`src/rtl/csfm_pkg.sv`:
```
`timescale 1ns / 1ps

package csfm_pkg;

  // Fixed field widths
  localparam int RAW_W      = 12;
  localparam int ADC_W      = 12;
  localparam int TRANS_W    = 13;
  localparam int AMP_W      = 10;
  localparam int FAULT_W    = 7;
  localparam int WARN_W     = 2;
  localparam int CFG_IDX_W  = 3;
  localparam int CFG_DATA_W = 13;

  typedef enum logic {
    OP_SAMPLE  = 1'b0,
    OP_TIMEOUT = 1'b1
  } op_e;

  typedef enum logic [CFG_IDX_W-1:0] {
    CFG_SHORT_GND  = 3'd0,
    CFG_MIN_VALID  = 3'd1,
    CFG_SHORT_REF  = 3'd2,
    CFG_MAX_VALID  = 3'd3,
    CFG_TRANS_MIN  = 3'd4,
    CFG_TRANS_MAX  = 3'd5,
    CFG_WARN_CURR  = 3'd6,
    CFG_FAULT_CURR = 3'd7
  } cfg_idx_e;

  // Fault bit positions
  localparam int FLT_GND  = 0;
  localparam int FLT_OPEN = 1;
  localparam int FLT_REF  = 2;
  localparam int FLT_OC   = 3;
  localparam int FLT_SEV  = 4;
  localparam int FLT_IMPL = 5;
  localparam int FLT_TMO  = 6;

  // Warning bit positions
  localparam int WARN_OC  = 0;
  localparam int WARN_TMO = 1;

  localparam logic [FAULT_W-1:0] INVALID_MASK  = 7'h67;
  localparam logic [FAULT_W-1:0] TMO_FAULTS    = 7'h40;
  localparam logic [WARN_W-1:0]  TMO_WARNINGS  = 2'b10;

  localparam int IMPLAUSIBLE_A = 600;

  // Register reset values
  localparam logic [ADC_W-1:0]   RST_SHORT_GND  = 12'd50;
  localparam logic [ADC_W-1:0]   RST_MIN_VALID  = 12'd200;
  localparam logic [ADC_W-1:0]   RST_SHORT_REF  = 12'd3250;
  localparam logic [ADC_W-1:0]   RST_MAX_VALID  = 12'd3200;
  localparam logic [TRANS_W-1:0] RST_TRANS_MIN  = 13'd300;
  localparam logic [TRANS_W-1:0] RST_TRANS_MAX  = 13'd4800;
  localparam logic [AMP_W-1:0]   RST_WARN_CURR  = 10'd150;
  localparam logic [AMP_W-1:0]   RST_FAULT_CURR = 10'd200;

endpackage

```
`src/rtl/csfm_if.sv`:
```
`timescale 1ns / 1ps

interface csfm_in_if;
  logic                       valid;
  logic                       ready;
  logic                       operation;
  logic [csfm_pkg::RAW_W-1:0] raw_sample;

  modport source (output valid, output operation, output raw_sample, input ready);
  modport sink (input valid, input operation, input raw_sample, output ready);
endinterface

interface csfm_out_if;
  logic                         valid;
  logic                         ready;
  logic [csfm_pkg::ADC_W-1:0]   adc_mv;
  logic [csfm_pkg::TRANS_W-1:0] transducer_mv;
  logic [csfm_pkg::AMP_W-1:0]   current_a;
  logic [csfm_pkg::FAULT_W-1:0] faults;
  logic [csfm_pkg::WARN_W-1:0]  warnings;
  logic                         valid_res;

  modport source (output valid, output adc_mv, output transducer_mv, output current_a,
                  output faults, output warnings, output valid_res, input ready);
  modport sink (input valid, input adc_mv, input transducer_mv, input current_a,
                input faults, input warnings, input valid_res, output ready);
endinterface

```
`src/rtl/csfm_cdiv.sv`:
```
`timescale 1ns / 1ps

// Pipelined divide by a constant: reciprocal multiply, multiply back,
// one-step correction. Two register levels; quotient is combinational
// from the second. Requires num < 2^NUM_W and quotient < 2^Q_W.
module csfm_cdiv #(
  parameter int              NUM_W   = 25,
  parameter int              Q_W     = 12,
  parameter longint unsigned DIVISOR = 8190
) (
  input  logic             clk_i,
  input  logic             en_i,
  input  logic [NUM_W-1:0] num_i,
  output logic [Q_W-1:0]   quo_o
);

  localparam longint unsigned RECIP  = (64'd1 << NUM_W) / DIVISOR;
  localparam int              RCP_W  = $clog2(RECIP + 2);
  localparam int              DIV_W  = $clog2(DIVISOR + 1);
  localparam int              PROD_W = NUM_W + ((RCP_W > Q_W) ? RCP_W : Q_W);
  localparam int              BACK_W = Q_W + DIV_W;
  localparam int              CMP_W  = (NUM_W > BACK_W) ? NUM_W : BACK_W;

  logic [PROD_W-1:0] prod;
  logic [Q_W-1:0]    q0_q, q0b_q;
  logic [NUM_W-1:0]  numa_q, numb_q;
  logic [BACK_W-1:0] back_q;
  logic [CMP_W-1:0]  rem;

  // estimate is low by at most one
  assign prod = PROD_W'(num_i) * PROD_W'(RECIP);

  always_ff @(posedge clk_i) begin
    if (en_i) begin
      q0_q   <= prod[NUM_W +: Q_W];
      numa_q <= num_i;
      back_q <= BACK_W'(q0_q) * BACK_W'(DIVISOR);
      q0b_q  <= q0_q;
      numb_q <= numa_q;
    end
  end

  assign rem   = CMP_W'(numb_q) - CMP_W'(back_q);
  assign quo_o = q0b_q + Q_W'(rem >= CMP_W'(DIVISOR));

endmodule

```
`src/rtl/current_sensor_fault_monitor_top.sv`:
```
`timescale 1ns / 1ps

// Current sensor fault monitor.
// Input channel in_i: one word per ADC conversion (operation = sample) or
// per conversion timeout (operation = timeout, raw_sample ignored).
// Output channel out_o: one result word per input word, in order: pin mV,
// transducer mV, whole amperes, fault bits, warning bits and a valid flag.
// Thresholds live in eight registers written through cfg_we_i/cfg_idx_i/
// cfg_wdata_i; write them only while no word is in flight.
// Throughput: one word per cycle while out_o is not stalled, set by the
// ten-level pipeline (three constant dividers built from reciprocal
// multiplies, each two multiplier levels deep).
// When out_o stalls, the whole pipeline freezes and in_i.ready drops in
// the same cycle; nothing is dropped or repeated. Bubbles are not squeezed.
// Reset (rst_ni low, asynchronous) empties the pipeline and loads the
// register defaults; no sweep is needed after release.
module current_sensor_fault_monitor_top #(
  parameter int ADC_BITS         = 12,
  parameter int REF_HI_MV        = 3300,
  parameter int REF_LO_MV        = 0,
  parameter int DIV_TOP_OHMS     = 10000,
  parameter int DIV_BOTTOM_OHMS  = 20000,
  parameter int SEVERE_CURRENT_A = 400
) (
  input  logic                             clk_i,
  input  logic                             rst_ni,
  csfm_in_if.sink                          in_i,
  csfm_out_if.source                       out_o,
  input  logic                             cfg_we_i,
  input  logic [csfm_pkg::CFG_IDX_W-1:0]   cfg_idx_i,
  input  logic [csfm_pkg::CFG_DATA_W-1:0]  cfg_wdata_i
);

  localparam int RAW_W   = csfm_pkg::RAW_W;
  localparam int ADC_W   = csfm_pkg::ADC_W;
  localparam int TRANS_W = csfm_pkg::TRANS_W;
  localparam int AMP_W   = csfm_pkg::AMP_W;

  // ADC scaling: mV = (cnt*span*2 + full) / (2*full) + lo
  localparam longint unsigned FULL    = (64'd1 << ADC_BITS) - 64'd1;
  localparam longint unsigned RAW_MAX = (64'd1 << RAW_W) - 64'd1;
  localparam longint unsigned CNT_MAX = (FULL < RAW_MAX) ? FULL : RAW_MAX;
  localparam longint unsigned SPAN    = (REF_HI_MV >= REF_LO_MV) ?
                                        64'(REF_HI_MV - REF_LO_MV) : 64'd0;
  localparam longint unsigned P_MAX   = CNT_MAX * 64'd2 * SPAN + FULL;
  localparam int              P_W     = $clog2(P_MAX + 64'd1);
  localparam longint unsigned ADC_DIV = 64'd2 * FULL;
  localparam int              ADCQ_W  = $clog2(SPAN + 64'd2);

  // Divider: trans = adc*total/bot
  localparam longint unsigned BOT   = (DIV_BOTTOM_OHMS == 0) ? 64'd1 : 64'(DIV_BOTTOM_OHMS);
  localparam longint unsigned TOTAL = 64'(DIV_TOP_OHMS) + 64'(DIV_BOTTOM_OHMS);
  localparam int              TOT_W = $clog2(TOTAL + 64'd1);
  localparam int              N1_W  = ADC_W + TOT_W;
  localparam int              N4_W  = N1_W + 2;

  // 160 A/V around a 2.5 V reference: amps = (4*adc*total - 10000*bot) / (25*bot)
  localparam longint unsigned OFFS    = 64'd10000 * BOT;
  localparam longint unsigned AMP_DIV = 64'd25 * BOT;

  // Saturation limits carry one extra bit so comparisons see the overflow
  localparam longint unsigned TRANS_LIM = BOT << TRANS_W;
  localparam longint unsigned AMP_LIM   = AMP_DIV << AMP_W;
  localparam int              NT_W      = $clog2(TRANS_LIM);
  localparam int              NA_W      = $clog2(AMP_LIM);

  typedef struct packed {
    logic ovf_t;
    logic ovf_a;
    logic pos;
  } flag_t;

  // ------------------------------------------------------------------
  // Threshold registers
  // ------------------------------------------------------------------
  logic [ADC_W-1:0]   short_gnd_q, min_valid_q, short_ref_q, max_valid_q;
  logic [TRANS_W-1:0] trans_min_q, trans_max_q;
  logic [AMP_W-1:0]   warn_curr_q, fault_curr_q;

  always_ff @(posedge clk_i or negedge rst_ni) begin
    if (!rst_ni) begin
      short_gnd_q  <= csfm_pkg::RST_SHORT_GND;
      min_valid_q  <= csfm_pkg::RST_MIN_VALID;
      short_ref_q  <= csfm_pkg::RST_SHORT_REF;
      max_valid_q  <= csfm_pkg::RST_MAX_VALID;
      trans_min_q  <= csfm_pkg::RST_TRANS_MIN;
      trans_max_q  <= csfm_pkg::RST_TRANS_MAX;
      warn_curr_q  <= csfm_pkg::RST_WARN_CURR;
      fault_curr_q <= csfm_pkg::RST_FAULT_CURR;
    end else if (cfg_we_i) begin
      unique case (csfm_pkg::cfg_idx_e'(cfg_idx_i))
        csfm_pkg::CFG_SHORT_GND:  short_gnd_q  <= cfg_wdata_i[ADC_W-1:0];
        csfm_pkg::CFG_MIN_VALID:  min_valid_q  <= cfg_wdata_i[ADC_W-1:0];
        csfm_pkg::CFG_SHORT_REF:  short_ref_q  <= cfg_wdata_i[ADC_W-1:0];
        csfm_pkg::CFG_MAX_VALID:  max_valid_q  <= cfg_wdata_i[ADC_W-1:0];
        csfm_pkg::CFG_TRANS_MIN:  trans_min_q  <= cfg_wdata_i[TRANS_W-1:0];
        csfm_pkg::CFG_TRANS_MAX:  trans_max_q  <= cfg_wdata_i[TRANS_W-1:0];
        csfm_pkg::CFG_WARN_CURR:  warn_curr_q  <= cfg_wdata_i[AMP_W-1:0];
        csfm_pkg::CFG_FAULT_CURR: fault_curr_q <= cfg_wdata_i[AMP_W-1:0];
        default: ;
      endcase
    end
  end

  // ------------------------------------------------------------------
  // Pipeline control: every level moves together; a stalled output
  // freezes the lot.
  // ------------------------------------------------------------------
  logic       en;
  logic [9:1] vld_q;
  logic       out_vld_q;

  assign en        = !out_vld_q || out_o.ready;
  assign in_i.ready = en;

  always_ff @(posedge clk_i or negedge rst_ni) begin
    if (!rst_ni) begin
      vld_q     <= '0;
      out_vld_q <= 1'b0;
    end else if (en) begin
      vld_q     <= {vld_q[8:1], in_i.valid};
      out_vld_q <= vld_q[9];
    end
  end

  // operation code rides alongside the data
  logic [9:1] op_q;

  always_ff @(posedge clk_i) begin
    if (en) begin
      op_q <= {op_q[8:1], in_i.operation};
    end
  end

  // ------------------------------------------------------------------
  // Level 1: clamp and scale numerator
  // ------------------------------------------------------------------
  logic [RAW_W-1:0] cnt;
  logic [P_W-1:0]   p_d, p_q;

  assign cnt = (64'(in_i.raw_sample) > FULL) ? RAW_W'(FULL) : in_i.raw_sample;
  assign p_d = P_W'(cnt) * P_W'(64'd2 * SPAN) + P_W'(FULL);

  always_ff @(posedge clk_i) begin
    if (en) begin
      p_q <= p_d;
    end
  end

  // ------------------------------------------------------------------
  // Levels 2-3: rounded divide to pin millivolts, level 4 adds offset
  // ------------------------------------------------------------------
  logic [ADCQ_W-1:0] adc_quo;
  logic [ADC_W-1:0]  adc_q [4:9];

  csfm_cdiv #(
    .NUM_W   (P_W),
    .Q_W     (ADCQ_W),
    .DIVISOR (ADC_DIV)
  ) u_div_adc (
    .clk_i (clk_i),
    .en_i  (en),
    .num_i (p_q),
    .quo_o (adc_quo)
  );

  always_ff @(posedge clk_i) begin
    if (en) begin
      adc_q[4] <= ADC_W'(adc_quo) + ADC_W'(REF_LO_MV);
      for (int i = 5; i <= 9; i++) begin
        adc_q[i] <= adc_q[i-1];
      end
    end
  end

  // ------------------------------------------------------------------
  // Level 5: scale through the divider ratio
  // ------------------------------------------------------------------
  logic [N1_W-1:0] n1_q;

  always_ff @(posedge clk_i) begin
    if (en) begin
      n1_q <= N1_W'(adc_q[4]) * N1_W'(TOTAL);
    end
  end

  // ------------------------------------------------------------------
  // Level 6: offset, sign and overflow detection, clamp the numerators
  // ------------------------------------------------------------------
  logic [N4_W-1:0] n4;
  logic [N4_W-1:0] amp_num;
  flag_t           flg_d;
  flag_t           flg_q [6:8];
  logic [NT_W-1:0] nt_q;
  logic [NA_W-1:0] na_q;

  assign n4          = {n1_q, 2'b00};
  assign amp_num     = N4_W'(64'(n4) - OFFS);
  assign flg_d.pos   = 64'(n4) > OFFS;
  assign flg_d.ovf_t = 64'(n1_q) >= TRANS_LIM;
  assign flg_d.ovf_a = 64'(amp_num) >= AMP_LIM;

  always_ff @(posedge clk_i) begin
    if (en) begin
      nt_q     <= flg_d.ovf_t ? NT_W'(TRANS_LIM - 64'd1) : NT_W'(n1_q);
      na_q     <= flg_d.ovf_a ? NA_W'(AMP_LIM - 64'd1) : NA_W'(amp_num);
      flg_q[6] <= flg_d;
      flg_q[7] <= flg_q[6];
      flg_q[8] <= flg_q[7];
    end
  end

  // ------------------------------------------------------------------
  // Levels 7-8: transducer mV and amperes dividers in parallel
  // ------------------------------------------------------------------
  logic [TRANS_W-1:0] trans_quo;
  logic [AMP_W-1:0]   amp_quo;

  csfm_cdiv #(
    .NUM_W   (NT_W),
    .Q_W     (TRANS_W),
    .DIVISOR (BOT)
  ) u_div_trans (
    .clk_i (clk_i),
    .en_i  (en),
    .num_i (nt_q),
    .quo_o (trans_quo)
  );

  csfm_cdiv #(
    .NUM_W   (NA_W),
    .Q_W     (AMP_W),
    .DIVISOR (AMP_DIV)
  ) u_div_amp (
    .clk_i (clk_i),
    .en_i  (en),
    .num_i (na_q),
    .quo_o (amp_quo)
  );

  // ------------------------------------------------------------------
  // Level 9: apply overflow and negative-current clamps (one spare bit)
  // ------------------------------------------------------------------
  logic [TRANS_W:0] trans_q;
  logic [AMP_W:0]   amps_q;

  always_ff @(posedge clk_i) begin
    if (en) begin
      trans_q <= flg_q[8].ovf_t ? (TRANS_W+1)'(TRANS_LIM / BOT) : (TRANS_W+1)'(trans_quo);
      if (!flg_q[8].pos) begin
        amps_q <= '0;
      end else if (flg_q[8].ovf_a) begin
        amps_q <= (AMP_W+1)'(AMP_LIM / AMP_DIV);
      end else begin
        amps_q <= (AMP_W+1)'(amp_quo);
      end
    end
  end

  // ------------------------------------------------------------------
  // Level 10: threshold checks into the output register
  // ------------------------------------------------------------------
  logic [ADC_W-1:0]             adc9;
  logic [csfm_pkg::FAULT_W-1:0] flt;
  logic [csfm_pkg::WARN_W-1:0]  wrn;
  logic                         amp_gt_fault;
  logic [ADC_W-1:0]             adc_mv_q;
  logic [TRANS_W-1:0]           trans_mv_q;
  logic [AMP_W-1:0]             current_q;
  logic [csfm_pkg::FAULT_W-1:0] faults_q;
  logic [csfm_pkg::WARN_W-1:0]  warnings_q;
  logic                         valid_res_q;

  assign adc9         = adc_q[9];
  assign amp_gt_fault = amps_q > (AMP_W+1)'(fault_curr_q);

  always_comb begin
    flt = '0;
    wrn = '0;
    flt[csfm_pkg::FLT_GND]  = adc9 <= short_gnd_q;
    flt[csfm_pkg::FLT_OPEN] = (adc9 < min_valid_q) ||
                              (trans_q < (TRANS_W+1)'(trans_min_q));
    flt[csfm_pkg::FLT_REF]  = (adc9 >= short_ref_q) || (adc9 > max_valid_q) ||
                              (trans_q > (TRANS_W+1)'(trans_max_q));
    flt[csfm_pkg::FLT_OC]   = amp_gt_fault;
    flt[csfm_pkg::FLT_SEV]  = amps_q > (AMP_W+1)'(SEVERE_CURRENT_A);
    flt[csfm_pkg::FLT_IMPL] = amps_q > (AMP_W+1)'(csfm_pkg::IMPLAUSIBLE_A);
    wrn[csfm_pkg::WARN_OC]  = (amps_q > (AMP_W+1)'(warn_curr_q)) && !amp_gt_fault;
  end

  always_ff @(posedge clk_i) begin
    if (en) begin
      if (op_q[9] == csfm_pkg::OP_TIMEOUT) begin
        adc_mv_q    <= '0;
        trans_mv_q  <= '0;
        current_q   <= '0;
        faults_q    <= csfm_pkg::TMO_FAULTS;
        warnings_q  <= csfm_pkg::TMO_WARNINGS;
        valid_res_q <= 1'b0;
      end else begin
        adc_mv_q    <= adc9;
        trans_mv_q  <= trans_q[TRANS_W] ? '1 : trans_q[TRANS_W-1:0];
        current_q   <= amps_q[AMP_W] ? '1 : amps_q[AMP_W-1:0];
        faults_q    <= flt;
        warnings_q  <= wrn;
        valid_res_q <= (flt & csfm_pkg::INVALID_MASK) == '0;
      end
    end
  end

  assign out_o.valid         = out_vld_q;
  assign out_o.adc_mv        = adc_mv_q;
  assign out_o.transducer_mv = trans_mv_q;
  assign out_o.current_a     = current_q;
  assign out_o.faults        = faults_q;
  assign out_o.warnings      = warnings_q;
  assign out_o.valid_res     = valid_res_q;

endmodule

```
`src/flat_wrapper.sv`:
```
// flat-port wrapper written by rule: the top's interface ports become plain ports
module current_sensor_fault_monitor_top_flat 
#(
  parameter int ADC_BITS         = 12,
  parameter int REF_HI_MV        = 3300,
  parameter int REF_LO_MV        = 0,
  parameter int DIV_TOP_OHMS     = 10000,
  parameter int DIV_BOTTOM_OHMS  = 20000,
  parameter int SEVERE_CURRENT_A = 400
)
  (clk_i, rst_ni, cfg_we_i, cfg_idx_i, cfg_wdata_i, in_i_valid, in_i_operation, in_i_raw_sample, in_i_ready, out_o_valid, out_o_adc_mv, out_o_transducer_mv, out_o_current_a, out_o_faults, out_o_warnings, out_o_valid_res, out_o_ready);
  csfm_in_if in_i_i ();
  csfm_out_if out_o_i ();
  input  logic clk_i;
  input  logic rst_ni;
  input  logic cfg_we_i;
  input  logic [csfm_pkg::CFG_IDX_W-1:0] cfg_idx_i;
  input  logic [csfm_pkg::CFG_DATA_W-1:0] cfg_wdata_i;
  input wire logic [$bits(in_i_i.valid)-1:0] in_i_valid;
  input wire logic [$bits(in_i_i.operation)-1:0] in_i_operation;
  input wire logic [$bits(in_i_i.raw_sample)-1:0] in_i_raw_sample;
  output wire logic [$bits(in_i_i.ready)-1:0] in_i_ready;
  output wire logic [$bits(out_o_i.valid)-1:0] out_o_valid;
  output wire logic [$bits(out_o_i.adc_mv)-1:0] out_o_adc_mv;
  output wire logic [$bits(out_o_i.transducer_mv)-1:0] out_o_transducer_mv;
  output wire logic [$bits(out_o_i.current_a)-1:0] out_o_current_a;
  output wire logic [$bits(out_o_i.faults)-1:0] out_o_faults;
  output wire logic [$bits(out_o_i.warnings)-1:0] out_o_warnings;
  output wire logic [$bits(out_o_i.valid_res)-1:0] out_o_valid_res;
  input wire logic [$bits(out_o_i.ready)-1:0] out_o_ready;
  assign in_i_i.valid = in_i_valid;
  assign in_i_i.operation = in_i_operation;
  assign in_i_i.raw_sample = in_i_raw_sample;
  assign in_i_ready = in_i_i.ready;
  assign out_o_valid = out_o_i.valid;
  assign out_o_adc_mv = out_o_i.adc_mv;
  assign out_o_transducer_mv = out_o_i.transducer_mv;
  assign out_o_current_a = out_o_i.current_a;
  assign out_o_faults = out_o_i.faults;
  assign out_o_warnings = out_o_i.warnings;
  assign out_o_valid_res = out_o_i.valid_res;
  assign out_o_i.ready = out_o_ready;
  current_sensor_fault_monitor_top #(.ADC_BITS(ADC_BITS), .REF_HI_MV(REF_HI_MV), .REF_LO_MV(REF_LO_MV), .DIV_TOP_OHMS(DIV_TOP_OHMS), .DIV_BOTTOM_OHMS(DIV_BOTTOM_OHMS), .SEVERE_CURRENT_A(SEVERE_CURRENT_A)) u_core (.clk_i(clk_i), .rst_ni(rst_ni), .in_i(in_i_i), .out_o(out_o_i), .cfg_we_i(cfg_we_i), .cfg_idx_i(cfg_idx_i), .cfg_wdata_i(cfg_wdata_i));
endmodule
```
`config.mk`:
```
export PLATFORM = sky130hd
export DESIGN_NAME = current_sensor_fault_monitor_top_flat
export DESIGN_NICKNAME = d
export VERILOG_FILES = /design/src/rtl/csfm_pkg.sv /design/src/rtl/csfm_if.sv /design/src/rtl/csfm_cdiv.sv /design/src/rtl/current_sensor_fault_monitor_top.sv /design/src/flat_wrapper.sv
export SDC_FILE = /design/constraint.sdc
export NUM_CORES = 2
export LEC_CHECK = 0
export ABC_CLOCK_PERIOD_IN_PS = 30600
export BUFFER_PORTS_ARGS = -buffer_cell sky130_fd_sc_hd__clkbuf_2
export CORE_MARGIN = 4
export CORE_UTILIZATION = 60
export CTS_CLUSTER_DIAMETER = 80
export CTS_CLUSTER_SIZE = 25
export DETAILED_ROUTE_END_ITERATION = 16
export PLACE_DENSITY = 0.77
export SETUP_SLACK_MARGIN = 0.05
export SYNTH_ARGS = -nofsm -noshare
export SYNTH_HDL_FRONTEND = slang
export SYNTH_SLANG_ARGS = --single-unit
```
`constraint.sdc`:
```
create_clock -name clk_i -period 30.6 [get_ports clk_i]
set_input_delay 6.12 -clock clk_i [delete_from_list [all_inputs] [get_ports clk_i]]
set_output_delay 6.12 -clock clk_i [all_outputs]
set_load 0.01 [all_outputs]
```
==> impl_metrics.tcl <==
set metrics [dict create \
    viasPerCell 5.55 \
    hp-class "register to register" \
    cp.required_ns 24.48 \
    synth.distinct_cells 91 \
    setup_viol 0 \
    worstPathArrival_ns 6.92 \
    syn_nets 5361 \
    start_kind "input pin" \
    tightest_slew_ns 0.982 \
    skew_ns 0.0394 \
    grt_max_degree 164 \
    routed_wl_mm 91.7 \
    fp.dieArea_um2 84800 \
    core.rowCount 103 \
    pin_count 81 \
    cts.sink_count 618 \
    syn-cell-area_um2 48100 \
    cp_max_fo 33 \
    gp_congestion 0.881 \
    via_count 30000 \
    wl_per_cell_um 17.0 \
    yosys_warnings 0 \
    clock_path_buffers 3 \
    critical_path_class "input pin to output port" \
    synth_flop_cell "edfxtp_1" \
    first_iter_violations 1976 \
    fmax_mhz 76.7 \
    fillerInstances 6055 \
    htreeDepth 2 \
    io_buffers 80 \
    cts_root_buf "clkbuf_16" \
    drv_slew 0 \
    clk_pin_slew_ns 0.09 \
    antenna_cells 0 \
    clk_latency_ns 0.59 \
    first_global_vias 30200 \
    critPathCaptureType "output port" \
    layout.nets 5455 \
    cts_tree "done" \
    maxCapViolations 0 \
    seq_area_frac_synth_pct 37.6 \
    initial_utilization_pct 60.7 \
    utilization_pct 64.4 \
    coreArea_um2 79300 \
    die_w_um 291 \
    grt_pass1_wl_mm 153 \
    hold_viol_final 0 \
    syn_inst 4228 \
    drtPass1Iterations 6 \
    ys_async_sr_fraction_pct 16.8 \
    drive_gt1_share_pct 6.51 \
    period_share_pct 42.6 \
    postCtsSetupBuffers 0 \
    synth_edf_count 514 \
    cts_hold_buf 0 \
    cts_resized 0 \
    antenna_found_initial 0 \
    drc_errors 0 \
    fin_crit_ns 13.04 \
    dp_hpwl_mm 72.8 \
    finalSetupTns_ns 0 \
    ys_ff_latch 618 \
    rsz0062_at_grt "no" \
    track_usage_pct 22.1 \
    cts_made_buffers 36 \
    slew-limit-headroom_pct 34.5 \
    synth.avg_cell_area_um2 11.4 \
    grt.overflow.total 0 \
    layout-area-overhead-vs-synth_pct 6.10 \
    die_h_um 291 \
    status "finished clean" \
    antenna_left 0 \
]
## state kept, by name (all words and copies together), names as in the netlist, 13 cells and up
name                        count
u_core.adc_q                   68
u_core.n1_q                    23
u_core.na_q                    24
u_core.nt_q                    23
u_core.out_o.transducer_mv     13
u_core.p_q                     22
u_core.trans_max_q             13
u_core.trans_min_q             13
u_core.trans_q                 13
u_core.u_div_adc.back_q        23
u_core.u_div_adc.numa_q        22
u_core.u_div_adc.numb_q        22
u_core.u_div_amp.back_q        21
u_core.u_div_amp.numa_q        24
u_core.u_div_amp.numb_q        24
u_core.u_div_trans.back_q      19
u_core.u_div_trans.numa_q      23
u_core.u_div_trans.numb_q      23
u_core.u_div_trans.q0_q        13
u_core.u_div_trans.q0b_q       13
## final timing paths
path | from | slack, ns | depth (start not counted) | endpoint
max in group asynchronous | rst_ni | 23.84 | 2 | u_core.vld_q[1]$_DFFE_PN0P_
setup / recovery | out_o_ready | 17.56 | 3 | in_i_ready
hold / removal | u_core.adc_q[3][5]$_DFFE_PP_ | 0.40 | 0 | u_core.adc_q[3][17]$_DFFE_PP_
hold reg to reg | u_core.adc_q[3][5]$_DFFE_PP_ | 0.40 | 0 | u_core.adc_q[3][17]$_DFFE_PP_
min in group asynchronous | rst_ni | 5.54 | 1 | u_core.trans_min_q[9]$_DFFE_PN0P_
setup reg to reg | u_core.nt_q[13]$_DFFE_PP_ | 23.79 | 20 | u_core.u_div_trans.q0_q[12]$_DFFE_PP_
## synthesized netlist by cell type, drive strengths merged, types with 23 or more instances
cell type	n	area share, %
clkbuf	32	0.25
a211oi	27	0.42
edfxtp	514	32
nor2	155	1.2
nor3	57	0.63
dfstp	30	1.6
nand2	152	1.2
dfrtp	74	3.8
ha	754	20
and3	33	0.43
o21ai	142	1.5
fa	345	14
mux2	60	1.4
nand2b	41	0.53
inv	889	6.9
nand3	70	0.74
xor2	72	1.3
nand4	34	0.44
a21oi	149	1.6
o21a	40	0.62
a21o	71	1.1
or3	23	0.31
nor2b	60	0.78
xnor2	148	2.7
## metal layers
layer / part of all wire [%] / routed length (um) / vias up / GRT usage, %
li1: - / - / 14600 / -
met2: 48 / 44200 / 624 / 37.4
met4: 2.8 / 2590 / 0 / 6.09
met1: 44 / 40700 / 14600 / 30.4
met5: 0 / 0 / - / 0.0567
met3: 4.6 / 4230 / 168 / 2.82
## kinds of logic (layout without fill, tap and decap cells)
logic type               after synthesis  count (layout)  share of synthesized area (%)
adder cells (fa/ha/maj)             1099            1099                           34.0
buffers and inverters                925            1043                           7.24
AND/OR/NAND/NOR                      697             697                           7.38
flip-flops                           618             618                           37.6
AO/OA/AOI/OAI                        602             602                           8.27
XOR/XNOR                             220             220                           4.01
multiplexers                          67              67                           1.55
## critical path: stages
cell      delay (ns)
clkbuf_2        0.08
nand2b_4        0.47
clkbuf_2        0.23
## cell type report
| type | instances | area [um2] | share of cell area [%] |
|---|---|---|---|
| clock buffers | 40 | 926 | 1.81 |
| clock inverters | 22 | 312 | 0.610 |
| inverters | 889 | 3340 | 6.54 |
| multi-input cells | 2685 | 26600 | 52.1 |
| flip-flops and latches | 618 | 18100 | 35.4 |
| well taps | 1050 | 1310 | 2.57 |
| repair buffers | 92 | 505 | 0.990 |
## cell usage in the layout, fill, tap and decap left out, drive strengths merged, types with 14 or more instances in the layout
cell type and instances:
nand3 70, fa 345, xnor2 148, inv 898, mux2 60, nor2 155, ha 754, o21ai 142
clkbuf 119, nor2b 60, o211ai 19, o21bai 16, a21o 71, nand2b 41, nand2 152, a21oi 149
and3 33, a211oi 27, dfstp 30, a2111oi 17, edfxtp 514, and2 14, dfrtp 74, nand4 34
or3 23, xor2 72, o21a 40, nor3 57
## through the flow
step           area [um2]  setup slack, ns  cells  hold slack, ns
2_1_floorplan       48100             4.06   4228           0.400
3_3_place_gp        49800            17.53   5334           0.401
3_5_place_dp        49800            17.53   5334           0.405
4_1_cts             51000            17.53   5396           0.399
5_1_grt             51000            17.49   5396           0.412
6_report            51000            17.56   5396           0.405
Power is left out: the tool's default activity adds up to more than one toggle a clock period on the data nets, which glitch-free logic cannot reach.
